**src/hdl/tat_pkg.sv**
```systemverilog
`timescale 1ns / 1ps

package tat_pkg;

	localparam int TAB_DEPTH = 200;
	localparam int IDX_W     = $clog2(TAB_DEPTH);
	localparam int CNT_W     = $clog2(TAB_DEPTH + 1);

	localparam logic [1:0] KIND_SUBMIT  = 2'd0;
	localparam logic [1:0] KIND_RESOLVE = 2'd1;
	localparam logic [1:0] KIND_CLEAR   = 2'd2;

	localparam logic [2:0] ORG_UNKNOWN = 3'd0;
	localparam logic [2:0] ORG_NTP     = 3'd1;
	localparam logic [2:0] ORG_BROWSER = 3'd2;
	localparam logic [2:0] ORG_PEER    = 3'd3;
	localparam logic [2:0] ORG_RTC     = 3'd4;

	localparam logic [62:0] EARLIEST_MS = 63'd1577836800000;
	localparam logic signed [10:0] ZONE_MIN = -11'sd840;
	localparam logic signed [10:0] ZONE_MAX = 11'sd840;
	localparam logic [32:0] GAIN_MS = 33'd250;
	localparam logic [9:0] DIVISOR = 10'd1000;
	// 2^36 / 1000 rounded up; exact for every partial dividend below 2^26.
	localparam logic [26:0] DIV_RECIP = 27'd68719477;

	// One table row as it sits in the row memory.
	typedef struct packed {
		logic [31:0]        session;
		logic [53:0]        mono_ms;
		logic [62:0]        wall_ms;
		logic [31:0]        error_ms;
		logic signed [10:0] zone;
		logic [2:0]         origin;
	} row_t;

	typedef struct packed {
		logic             we;
		logic [IDX_W-1:0] wr_addr;
		row_t             wr_data;
		logic             re;
		logic [IDX_W-1:0] rd_addr;
	} row_ctl_t;

	typedef struct packed {
		logic        start;
		logic [62:0] dividend;
	} div_ctl_t;

	function automatic logic [31:0] source_default(input logic [2:0] origin,
			input logic [31:0] claimed);
		logic [31:0] r;
		if (claimed != 32'd0) begin
			r = claimed;
		end else begin
			unique case (origin)
				ORG_NTP:     r = 32'd250;
				ORG_BROWSER: r = 32'd1500;
				ORG_PEER:    r = 32'd1000;
				ORG_RTC:     r = 32'd2000;
				default:     r = 32'd5000;
			endcase
		end
		return r;
	endfunction

endpackage

```
**src/hdl/tat_div1000.sv**
```systemverilog
`timescale 1ns / 1ps

// Divider by the constant 1000. The dividend is taken sixteen bits at a time:
// one step forms the digit quotient by a reciprocal multiply, the next step
// updates the remainder. Four digits are taken so; done rises with the last shift.
module tat_div1000 (
	input  logic              clk,
	input  logic              arst_n,
	input  tat_pkg::div_ctl_t ctl,
	output logic              done,
	output logic [62:0]       quotient
);
	logic [63:0] dq_q;
	logic [9:0]  rem_q;
	logic [15:0] qd_q;
	logic [2:0]  step_q;
	logic        busy_q;
	logic        done_q;
	logic [25:0] part;
	logic [52:0] prod;

	// The partial dividend is the running remainder followed by the next digit.
	assign part = {rem_q, dq_q[63:48]};
	assign prod = {27'd0, part} * {26'd0, tat_pkg::DIV_RECIP};

	always_ff @(posedge clk or negedge arst_n) begin
		if (!arst_n) begin
			busy_q <= 1'b0;
			done_q <= 1'b0;
			step_q <= '0;
		end else begin
			done_q <= 1'b0;
			if (ctl.start) begin
				busy_q <= 1'b1;
				step_q <= '0;
			end else if (busy_q) begin
				step_q <= step_q + 3'd1;
				if (step_q == 3'd7) begin
					busy_q <= 1'b0;
					done_q <= 1'b1;
				end
			end
		end
	end

	always_ff @(posedge clk) begin
		if (ctl.start) begin
			dq_q  <= {1'b0, ctl.dividend};
			rem_q <= '0;
		end else if (busy_q) begin
			if (!step_q[0]) begin
				qd_q <= prod[51:36];
			end else begin
				rem_q <= 10'(part - {10'd0, qd_q} * {16'd0, tat_pkg::DIVISOR});
				dq_q  <= {dq_q[47:0], qd_q};
			end
		end
	end

	assign done = done_q;
	assign quotient = dq_q[62:0];

	property p_no_restart;
		@(posedge clk) disable iff (!arst_n) busy_q |-> !ctl.start;
	endproperty
	a_no_restart: assert property (p_no_restart)
		else $error("divider restarted while busy");

	property p_done_after_busy;
		@(posedge clk) disable iff (!arst_n) done_q |-> $past(busy_q);
	endproperty
	a_done_after_busy: assert property (p_done_after_busy)
		else $error("divider done without a run");

	property p_rem_range;
		@(posedge clk) disable iff (!arst_n) busy_q |-> rem_q < tat_pkg::DIVISOR;
	endproperty
	a_rem_range: assert property (p_rem_range)
		else $error("divider remainder out of range");
endmodule

```
**config.mk**
```make
export PLATFORM = sky130hd
export DESIGN_NAME = tat_div1000
export DESIGN_NICKNAME = d
export VERILOG_FILES = /design/src/hdl/tat_pkg.sv /design/src/hdl/tat_div1000.sv
export SDC_FILE = /design/constraint.sdc
export NUM_CORES = 1
export LEC_CHECK = 0
export ABC_CLOCK_PERIOD_IN_PS = 11900
export BUFFER_PORTS_ARGS = -buffer_cell sky130_fd_sc_hd__buf_2
export CAP_MARGIN = 25
export CELL_PAD_IN_SITES_DETAIL_PLACEMENT = 1
export CELL_PAD_IN_SITES_GLOBAL_PLACEMENT = 1
export CORE_AREA = 2 2 172 174
export CTS_BUF_LIST = sky130_fd_sc_hd__clkbuf_2
export DETAILED_ROUTE_END_ITERATION = 6
export DIE_AREA = 0 0 174 176
export GPL_TIMING_DRIVEN = 0
export PLACE_DENSITY_LB_ADDON = 0.1
export SYNTH_ARGS = -nofsm -noshare
export SYNTH_HDL_FRONTEND = slang
export SYNTH_SLANG_ARGS = --single-unit
```
**constraint.sdc**
```tcl
create_clock -name clk -period 11.9 [get_ports clk]
set_input_delay 0.595 -clock clk [delete_from_list [all_inputs] [get_ports clk]]
set_output_delay 0.595 -clock clk [all_outputs]
set_load 0.02 [all_outputs]
```
# Word-level counts from Yosys, hierarchy flattened
# Index checks and enable logic that the tools add are counted.
# op_classes
add_sub_neg,2
n_reduce_logical,5
bitwise_logic,2
mul,2
n_mux,11
eq_ne,1
# ops
operator,count
two-way mux 63 bit,3
"multiplier 26 x 27 -> 52 bit, second input constant",1
"multiplier 16 x 7 -> 7 bit, second input constant",1
subtractor 10 bit,1
two-way mux 1 bit,6
two-way mux 3 bit,2
AND reduction 2 bit,2
nonzero test 2 bit,2
"adder 3 x 1 -> 3 bit, second input constant",1
"== test 3 bit, second input constant",1
AND reduction 3 bit,1
inverter 1 bit,2
# word_totals
in_bits,66
register_bits,95
wordCells,30

# Longest topological paths before layout
# Gate-level depths: netlist of run 1.
# logic_depth
depth_word,4
ltp_mapped,23
depth_no_buf,23

# Least setup slack after synthesis of run 1
# Ideal clock, no wire load.
# synth_path
path_type,reg2reg
from,reg dq_q[63]
to,reg qd_q[9] (data pin)
path_stages_with_launch,22
synth_period_minus_slack_ns,5.987
arrival_ns,5.724
slack_ns,5.913
setup_time_ns,0.264
required_ns,11.636
path_cell_list,dfxtp_1 -> inv_1 -> ha_1 -> fa_1 -> inv_1 -> fa_1 -> inv_1 -> fa_1 -> inv_1 -> fa_1 -> fa_1 -> inv_1 -> fa_1 -> inv_1 -> ha_1 -> a21oi_1 -> o21ai_1 -> o311ai_1 -> nand2_1 -> o311ai_2 -> a31oi_1 -> xor2_1
# synth_between
elab_chain_cells,1
# synth_lines
item,line,rtl
"start, declared",tat_div1000.sv:13,logic [63:0] dq_q;
"start signal, assigned",tat_div1000.sv:48,"dq_q <= {1'b0, ctl.dividend};"
"start signal, assigned",tat_div1000.sv:55,"dq_q <= {dq_q[47:0], qd_q};"
multiplier 26 x 27 -> 52 bit,tat_div1000.sv:24,"assign prod = {27'd0, part} * {26'd0, tat_pkg::DIV_RECIP};"
net prod[45],tat_div1000.sv:20,logic [52:0] prod;
"end signal, assigned",tat_div1000.sv:52,qd_q <= prod[51:36];
"end, declared",tat_div1000.sv:15,logic [15:0] qd_q;
# The timed path passes the listed nets, and every way through them passes these cells.
# A chain may end at the register's enable or synchronous reset.

# Worst setup path in the final report of run 1
# layout_path
from,reg dq_q[57]
to,reg qd_q[12] (data pin)
# Same word-level chain as after synthesis.

==> results of run 1 <==
worst max-delay path, delay by kind of cell, from the launching register on:
kind                     cells  cell delay (ns)
AO/OA/AOI/OAI                5             1.49
XOR/XNOR                     1             0.17
adder cells (fa/ha/maj)      8             3.76
buffers and inverters        4             0.38
flip-flops                   1             1.04
AND/OR/NAND/NOR              1             0.34
how the worst max path moves through the flow:
| stage | startpoint | end |
|---|---|---|
| after global placement | dq_q[57] | qd_q[12] |
| after floorplan | dq_q[63] | qd_q[9] |
| after CTS | dq_q[57] | qd_q[12] |
| after detailed placement | dq_q[57] | qd_q[12] |
| after global routing | dq_q[57] | qd_q[12] |
| final | dq_q[57] | qd_q[12] |
flip-flops by register name, indices dropped and copies added (netlist names):
| name | cells |
|---|---|
| done | 1 |
| step_q | 3 |
| busy_q | 1 |
| qd_q | 16 |
| rem_q | 10 |
| dq_q | 64 |
cell usage after synthesis (3+ instances only):
cell type | instances | area [sq um]
buf_4 | 63 | 473
ha_1 | 287 | 3590
xor2_1 | 8 | 70.1
inv_1 | 407 | 1530
xnor2_1 | 22 | 193
mux2_2 | 61 | 687
a211oi_1 | 9 | 67.6
o21bai_1 | 6 | 45.0
a21o_2 | 3 | 26.3
o211ai_1 | 4 | 30.0
and3_1 | 3 | 18.8
a21oi_1 | 41 | 205
nand3_1 | 14 | 70.1
nor2b_1 | 7 | 43.8
edfxtp_1 | 79 | 2370
dfrtp_1 | 5 | 125
o221ai_1 | 3 | 26.3
nand4_1 | 8 | 50.1
clkbuf_1 | 12 | 45.0
a21o_1 | 20 | 150
o31ai_2 | 3 | 37.5
nor2_1 | 23 | 86.3
nor3_1 | 9 | 45.0
and2_1 | 4 | 25.0
a31oi_1 | 6 | 37.5
nand2_1 | 36 | 135
fa_1 | 216 | 4320
o21ai_1 | 7 | 35.0
dfxtp_1 | 11 | 220
o21a_1 | 5 | 37.5
o21ai_0 | 15 | 75.1
routing by layer:
metal	track usage [%]	up-vias	part of all wire, %
li1	-	4845	-
met4	6.86	0	2.5
met2	49.7	211	50
met5	0	-	0
met1	37.3	5421	43
met3	3.79	46	4.1
cells by family after synthesis:
family | count (synthesis) | synth area share [%]
AOI/OAI and AO/OA | 149 | 6.96
xor gates and xnor gates | 30 | 1.71
adders and majority gates | 503 | 51.7
buffers and inverters | 482 | 13.4
DFF | 95 | 17.7
muxes | 63 | 4.61
and+or+nand+nor | 121 | 3.96
per-stage QoR:
stage	instance area [sq um]	util, %
floorplan	15300	-
detailed placement	16500	57.7
CTS	16600	58.2
global route	16600	58.3
finish	16600	58.3
global placement	16400	57.6
cell type report:
| type | instances | area (sq um) | share of cell area, % |
|---|---|---|---|
| inverter | 407 | 1530 | 9.19 |
| timing repair buffer | 130 | 662 | 3.98 |
| clock inverter | 7 | 106 | 0.640 |
| sequential | 95 | 2720 | 16.3 |
| tap | 384 | 480 | 2.89 |
| clock buffer | 9 | 45.0 | 0.271 |
| buffer | 75 | 518 | 3.11 |
| multi-input combinational | 866 | 10600 | 63.6 |
| antenna | 1 | 2.50 | 0.0150 |
==> flow_metrics.py, run 1 <==
metrics = {
    "outcome": {
        "status": "finished clean",
    },
    "logic_synthesis": {
        "synth_warnings": 0,
        "syn_avg_cell_area_sq_um": 10.6,
        "synth_cells": 1443,
        "seq_area_frac_synth_pct": 17.7,
        "yosys_register_bits": 95,
        "synth_edf_count": 79,
        "async_flop_share_pct": 5.26,
        "syn_nets": 2012,
        "synth_cell_types": 69,
        "synthFlopType": "edfxtp_1",
        "synthesis.area_sq_um": 15300,
    },
    "timing": {
        "holdWs_ns": 0.243,
        "hold_viol": 0,
        "period_minus_slack_ns": 7.45,
        "tightest_slew_ns": 1.00,
        "rsz0062_at_grt": "no",
        "min_period_over_period_pct": 62.6,
        "tns_ns": 0,
        "fin_ws_ns": 4.45,
        "maxSlewViolCount": 0,
        "clock_skew_ns": 0.0772,
        "max_slew_margin_pct": 33.3,
        "fmax_mhz": 134,
        "setup_viol": 0,
    },
    "place": {
        "pre_cts_slack_ns": 4.52,
        "dp.cells": 1956,
        "portBuffers": 128,
        "gp_congestion": 0.891,
        "hpwl_um": 35500,
    },
    "critical_path": {
        "cp_slowest_cell": "edfxtp_1",
        "crit_fanout": 11,
        "required_ns": 12.28,
        "path_common_cell": "fa_1",
        "crit_chain": "inv_1 > ha_1 > fa_1 > fa_1 > fa_1 > inv_1 > fa_1 > fa_1 > inv_1 > fa_1 > inv_1 > ha_1 > a21oi_1 > o21ai_1 > o311ai_1 > nand2_1 > o31ai_2 > o221ai_1 > xor2_1",
        "rr_endpoint": "qd_q[12]",
        "critPathArrivalTime_ns": 7.83,
        "crit-reg2reg-launch": "dq_q[57]",
        "cpPeakStageDelay_ns": 1.04,
        "worst-setup-path-type": "reg -> reg",
        "cp-end-kind": "flop",
        "start_kind": "flop",
        "r2r_slack_ns": 4.45,
        "r2r_cells": 19,
    },
    "finish": {
        "syn2layout_area_growth_pct": 8.54,
        "final_cell_mix": "inv_1 (407), ha_1 (287), fa_1 (216)",
        "fin_cells": 1974,
        "fillers": 3202,
        "drive_gt1_share_pct": 18.4,
        "num-nets-final": 2153,
        "layout_commonest_cell": "inv_1",
    },
    "clocking": {
        "root_buffer": "clkbuf_2",
        "cts_resized": 0,
        "path_clk_slew_ns": 0.34,
        "postCtsSetupBuffers": 0,
        "htreeDepth": 3,
        "clock-sinks": 95,
        "cts_made_buffers": 9,
        "cts.hold.buffers_added": 1,
        "cts_tree": "built",
        "clk_latency_ns": 0.62,
        "clock_path_buffers": 2,
    },
    "global_routing": {
        "track_usage_pct": 28.3,
        "grt_overflow": 0,
        "grt_pass1_wl_um": 65800,
        "antenna_found_initial": 1,
        "grt_pass1_vias": 11900,
        "grt_max_degree": 64,
    },
    "min_path": {
        "hold_path_class": "in -> reg",
        "holdPathStages": 2,
        "holdPathEnd": "dq_q[34]",
        "hp-start": "ctl[34]",
    },
    "detailed_routing": {
        "drtAntennaViolNets": 0,
        "via_per_inst": 5.33,
        "drc_errors": 0,
        "wl_um": 41600,
        "wl_per_cell_um": 21.1,
        "vias": 10500,
        "dr.pass1.iters": 4,
        "dr.first_iter.drc_count": 575,
    },
    "die": {
        "die_w_um": 174,
        "fp.dieH_um": 176,
        "rows": 62,
        "start_util_pct": 53.7,
        "core_region_area_sq_um": 28500,
        "fp.dieArea_sq_um": 30600,
        "io_pins": 130,
    },
    "job": {
        "max_cap_violations": 0,
    },
}
Power of run 1 is left out: the tool's default activity adds up to more than one toggle a clock period on the data nets, which glitch-free logic cannot reach.
==> run 2: changes to the inputs <==
ABC_CLOCK_PERIOD_IN_PS = 6460   (was 11900)
CORE_AREA = 2 2 186 188   (was 2 2 172 174)
DIE_AREA = 0 0 188 190   (was 0 0 174 176)
clock period = 6.46 ns   (was 11.9 ns; I/O delays follow)
==> run 2 against run 1 <==
  * The run now ends with negative setup slack left
  * Largest cell class unchanged
  * Global-route usage fell by 3.2 points
  * Via count grew 0.44%
  * Critical endpoint is now qd_q[15]
  * Worst hold slack worse by 0.19 ns
  * Worst setup slack lost 4.5 ns
==> flow_metrics.py, run 2 (synthesis results as in run 1) <==
metrics = {
    "detailed_routing": {
        "wl_um": 43600,
        "dr.pass1.iters": 4,
        "drc_errors": 0,
        "via_per_inst": 5.00,
        "wl_per_cell_um": 20.7,
        "dr.first_iter.drc_count": 456,
        "drtAntennaViolNets": 0,
        "vias": 10600,
    },
    "outcome": {
        "violations": "negative setup slack",
        "status": "finished, violations left",
    },
    "finish": {
        "final_cell_mix": "inv_1 (398), ha_1 (274), fa_1 (215)",
        "biggestRegsByFlops": "dq_q x64, qd_q x16, rem_q x10",
        "multi_input_area_sq_um": 10900,
        "largest_reg_flops": 64,
        "final_area_sq_um": 17600,
        "syn2layout_area_growth_pct": 14.8,
        "fillers": 3727,
        "layout_commonest_cell": "inv_1",
        "largest_register": "dq_q",
        "regArea_sq_um": 2760,
        "num-nets-final": 2220,
        "drive_gt1_share_pct": 23.6,
    },
    "timing": {
        "setup_viol": 1,
        "min_period_over_period_pct": 101,
        "fmax_mhz": 154,
        "maxSlewViolCount": 0,
        "tightest_slew_ns": 0.896,
        "max_slew_margin_pct": 40.3,
        "hold_viol": 0,
        "clock_skew_ns": 0.0407,
        "rsz0062_at_grt": "yes",
        "fin_ws_ns": -0.0358,
        "tns_ns": -0.0358,
        "period_minus_slack_ns": 6.50,
    },
    "clocking": {
        "cts_tree": "built",
        "path_clk_slew_ns": 0.26,
        "clk_latency_ns": 0.56,
        "cts_made_buffers": 9,
        "root_buffer": "clkbuf_2",
        "htreeDepth": 3,
        "clock_path_buffers": 2,
        "clock-sinks": 95,
    },
    "place": {
        "hpwl_um": 35500,
        "dpl_cell_area_sq_um": 16600,
        "gp_congestion": 0.882,
        "portBuffers": 128,
    },
    "global_routing": {
        "antenna_found_initial": 1,
        "grt_pass1_wl_um": 67500,
        "grt_pass1_vias": 11900,
        "grt_max_degree": 64,
        "track_usage_pct": 25.1,
        "grt_overflow": 0,
    },
    "critical_path": {
        "crit_fanout": 5,
        "crit_chain": "buf_4 > inv_2 > fa_2 > fa_1 > fa_1 > fa_1 > fa_1 > inv_1 > fa_1 > inv_1 > fa_1 > inv_1 > ha_4 > nand4_1 > nor4_4 > nand4b_1 > buf_6 > o2111ai_4 > nand2_4 > o211a_1 > a211oi_2",
        "worst-setup-path-type": "reg -> reg",
        "cp_slowest_cell": "edfxtp_1",
        "required_ns": 6.85,
        "path_common_cell": "fa_1",
        "cpPeakStageDelay_ns": 0.61,
        "start_kind": "flop",
        "cp.buffers_inverters": 6,
        "critPathArrivalTime_ns": 6.89,
        "crit_family": "adder cells",
        "cp-end-kind": "flop",
    },
    "die": {
        "die_w_um": 188,
        "fp.dieArea_sq_um": 35700,
        "rows": 68,
        "fp.dieH_um": 190,
        "core_region_area_sq_um": 33900,
        "start_util_pct": 45.1,
        "io_pins": 130,
    },
    "job": {
        "max_cap_violations": 0,
    },
    "min_path": {
        "hold_path_class": "in -> reg",
    },
}
run 2: area by class of cell:
cell class,count,share of cell area (%)
tap,455,3.24
buffer,75,2.94
sequential,95,15.7
timing repair buffer,197,7.11
clock inverter,5,0.235
clock buffer,11,0.313
antenna,1,0.0142
multi-input combinational,866,61.8
inverter,407,8.71
run 2: worst min-delay path: cells and delay by family:
kind | cells | cell delay [ns]
buffers and inverters | 1 | 0.08
AOI/OAI and AO/OA | 1 | 0.06
and+or+nand+nor | 1 | 0.04
run 2: worst paths after layout:
check | startpoint | to | slack [ns] | cells after the start
max | dq_q[60] | qd_q[15] | -0.04 | 21
min | ctl[1] | dq_q[1] | 0.05 | 3
max reg2reg | dq_q[60] | qd_q[15] | -0.04 | 21
min reg2reg | step_q[1] | step_q[1] | 0.58 | 2
max in group asynchronous | arst_n | done | 6.23 | 2
min in group asynchronous | arst_n | step_q[1] | 0.08 | 2
run 2: repair_timing:
action,in CTS,in global routing
buffers inserted,34,14
hold endpoints to repair,12,12
endpoints found under the setup margin,16,13
hold buffers,8,12
pin swaps,8,21
resized for setup,41,43
run 2: layer usage:
metal	GRT usage, %	routed length [um]
met5	0	0
met4	5.21	836
met2	43.4	21600
met3	3.82	2570
met1	33.5	18700
run 2: through the flow:
step / utilization (%) / cells / setup slack (ns) / hold WS, ns
3_3_place_gp: 48.7 / 2026 / -0.803 / 0.145
2_1_floorplan: - / 1443 / 0.473 / 0.0274
4_1_cts: 50.5 / 2085 / 0.00230 / 0.000152
5_1_grt: 51.8 / 2112 / -0.232 / 0.000796
6_report: 51.8 / 2112 / -0.0358 / 0.0492
3_5_place_dp: 48.8 / 2027 / -0.865 / 0.145
Power of run 2 is left out for the same reason.
==> run 3: changes to the inputs <==
==> constraint.sdc (replaced) <==
create_clock -name clk -period 6.46 [get_ports clk]
set_input_delay 0.969 -clock clk [delete_from_list [all_inputs] [get_ports clk]]
set_output_delay 0.969 -clock clk [all_outputs]
set_load 0.02 [all_outputs]
==> run 3 against run 2 <==
  * Critical path type unchanged
  * Critical path depth did not move
  * Worst hold slack improved by 0.13 ns
  * Critical endpoint unchanged
  * The run still ends with negative setup slack left
  * Fmax barely moved
  * Die area did not move
  * Count of clock-buffer cells in the layout did not move
  * Largest cell class unchanged
  * Global-route usage fell by 0.092 points
==> flow_metrics.py, run 3 (synthesis results as in run 1) <==
metrics = {
    "global_routing": {
        "track_usage_pct": 25.0,
        "grt_max_degree": 64,
        "grt_pass1_wl_um": 67200,
        "antenna_found_initial": 1,
        "grt_overflow": 0,
        "grt_pass1_vias": 11800,
    },
    "clocking": {
        "cts.hold.buffers_added": 0,
        "clock-sinks": 95,
        "clk_latency_ns": 0.57,
        "root_buffer": "clkbuf_2",
        "cts_tree": "built",
        "clock_path_buffers": 2,
        "path_clk_slew_ns": 0.26,
        "htreeDepth": 3,
        "cts_made_buffers": 9,
    },
    "timing": {
        "fmax_mhz": 154,
        "hold_viol": 0,
        "period_minus_slack_ns": 6.50,
        "max_slew_margin_pct": 39.8,
        "tns_ns": -0.0365,
        "maxSlewViolCount": 0,
        "tightest_slew_ns": 0.903,
        "min_period_over_period_pct": 101,
        "clock_skew_ns": 0.0415,
        "setup_viol": 1,
        "rsz0062_at_grt": "yes",
        "fin_ws_ns": -0.0365,
    },
    "finish": {
        "biggestRegsByFlops": "dq_q x64, qd_q x16, rem_q x10",
        "num-nets-final": 2200,
        "layout_commonest_cell": "inv_1",
        "fin_cells": 2092,
        "largest_register": "dq_q",
        "utilization_pct": 51.2,
        "final_cell_mix": "inv_1 (398), ha_1 (274), fa_1 (215)",
        "drive_gt1_share_pct": 23.9,
        "syn2layout_area_growth_pct": 13.5,
        "fillers": 3749,
        "largest_reg_flops": 64,
    },
    "critical_path": {
        "required_ns": 6.86,
        "worst-setup-path-type": "reg -> reg",
        "cp-end-kind": "flop",
        "crit_fanout": 5,
        "critPathArrivalTime_ns": 6.89,
        "start_kind": "flop",
    },
    "place": {
        "portBuffers": 128,
        "hpwl_um": 35500,
        "pre_cts_slack_ns": -0.865,
        "gp_congestion": 0.882,
        "dp.cells": 2027,
    },
    "die": {
        "start_util_pct": 45.1,
        "fp.dieH_um": 190,
        "rows": 68,
        "core_region_area_sq_um": 33900,
        "die_w_um": 188,
        "fp.dieArea_sq_um": 35700,
        "io_pins": 130,
    },
    "detailed_routing": {
        "wl_um": 43100,
        "dr.pass1.iters": 4,
        "dr.first_iter.drc_count": 512,
        "vias": 10500,
        "drc_errors": 0,
        "drtAntennaViolNets": 0,
        "wl_per_cell_um": 20.6,
        "via_per_inst": 5.01,
    },
    "min_path": {
        "hold_path_class": "in -> async",
    },
    "outcome": {
        "status": "finished, violations left",
        "violations": "negative setup slack",
    },
    "job": {
        "max_cap_violations": 0,
    },
}
run 3: through the flow:
step           hold slack, ns  cell area, sq um
6_report                0.180             17400
3_3_place_gp            0.509             16500
5_1_grt                 0.106             17400
3_5_place_dp            0.529             16600
4_1_cts                 0.143             17100
2_1_floorplan           0.490             15300
run 3: area by class of cell:
type | instances | area, sq um | area share, %
repair buffers | 177 | 1050 | 6.04
clock inverters | 5 | 41.3 | 0.237
flip-flops and latches | 95 | 2760 | 15.8
diodes | 1 | 2.50 | 0.0144
multi-input cells | 866 | 10900 | 62.5
inverters | 407 | 1530 | 8.81
plain buffers | 75 | 518 | 2.98
well taps | 455 | 569 | 3.27
clock buffers | 11 | 55.1 | 0.317
run 3: timing repair:
action                                  4_1_cts  5_1_grt
resized for setup                            41       43
cloned                                        0        0
hold endpoints to repair                      0        0
pin swaps                                     8       21
setup buffers                                34       14
endpoints found under the setup margin       16       13
run 3: metal layers:
metal / up-vias / track usage [%] / routed length, um
met1: 5301 / 33.4 / 18900
met3: 37 / 3.80 / 2130
met5: - / 0 / 0
met4: 0 / 5.18 / 858
li1: 4941 / - / -
met2: 203 / 43.1 / 21200
run 3: path summary, 6_finish.rpt:
kind	start	to	slack (ns)	cells past startpoint
worst min register to register	step_q[1]	step_q[1]	0.57	2
max in group asynchronous	arst_n	done	6.13	1
worst max register to register	dq_q[60]	qd_q[15]	-0.04	21
worst max-delay path	dq_q[60]	qd_q[15]	-0.04	21
worst min-delay path	arst_n	step_q[1]	0.18	1
min in group clk	step_q[1]	step_q[1]	0.57	2
run 3: critical path, stage by stage, from the launching register on:
cell and delay (ns):
edfxtp_1 0.60, buf_4 0.18, inv_2 0.05, fa_2 0.37
fa_1 0.57, fa_1 0.44, fa_1 0.48, fa_1 0.58
inv_1 0.06, fa_1 0.47, inv_1 0.05, fa_1 0.48
inv_1 0.08, ha_4 0.30, nand4_1 0.19, nor4_4 0.31
nand4b_1 0.15, buf_6 0.16, o2111ai_4 0.32, nand2_4 0.12
o211a_1 0.24, a211oi_2 0.16
Power of run 3 is left out for the same reason.
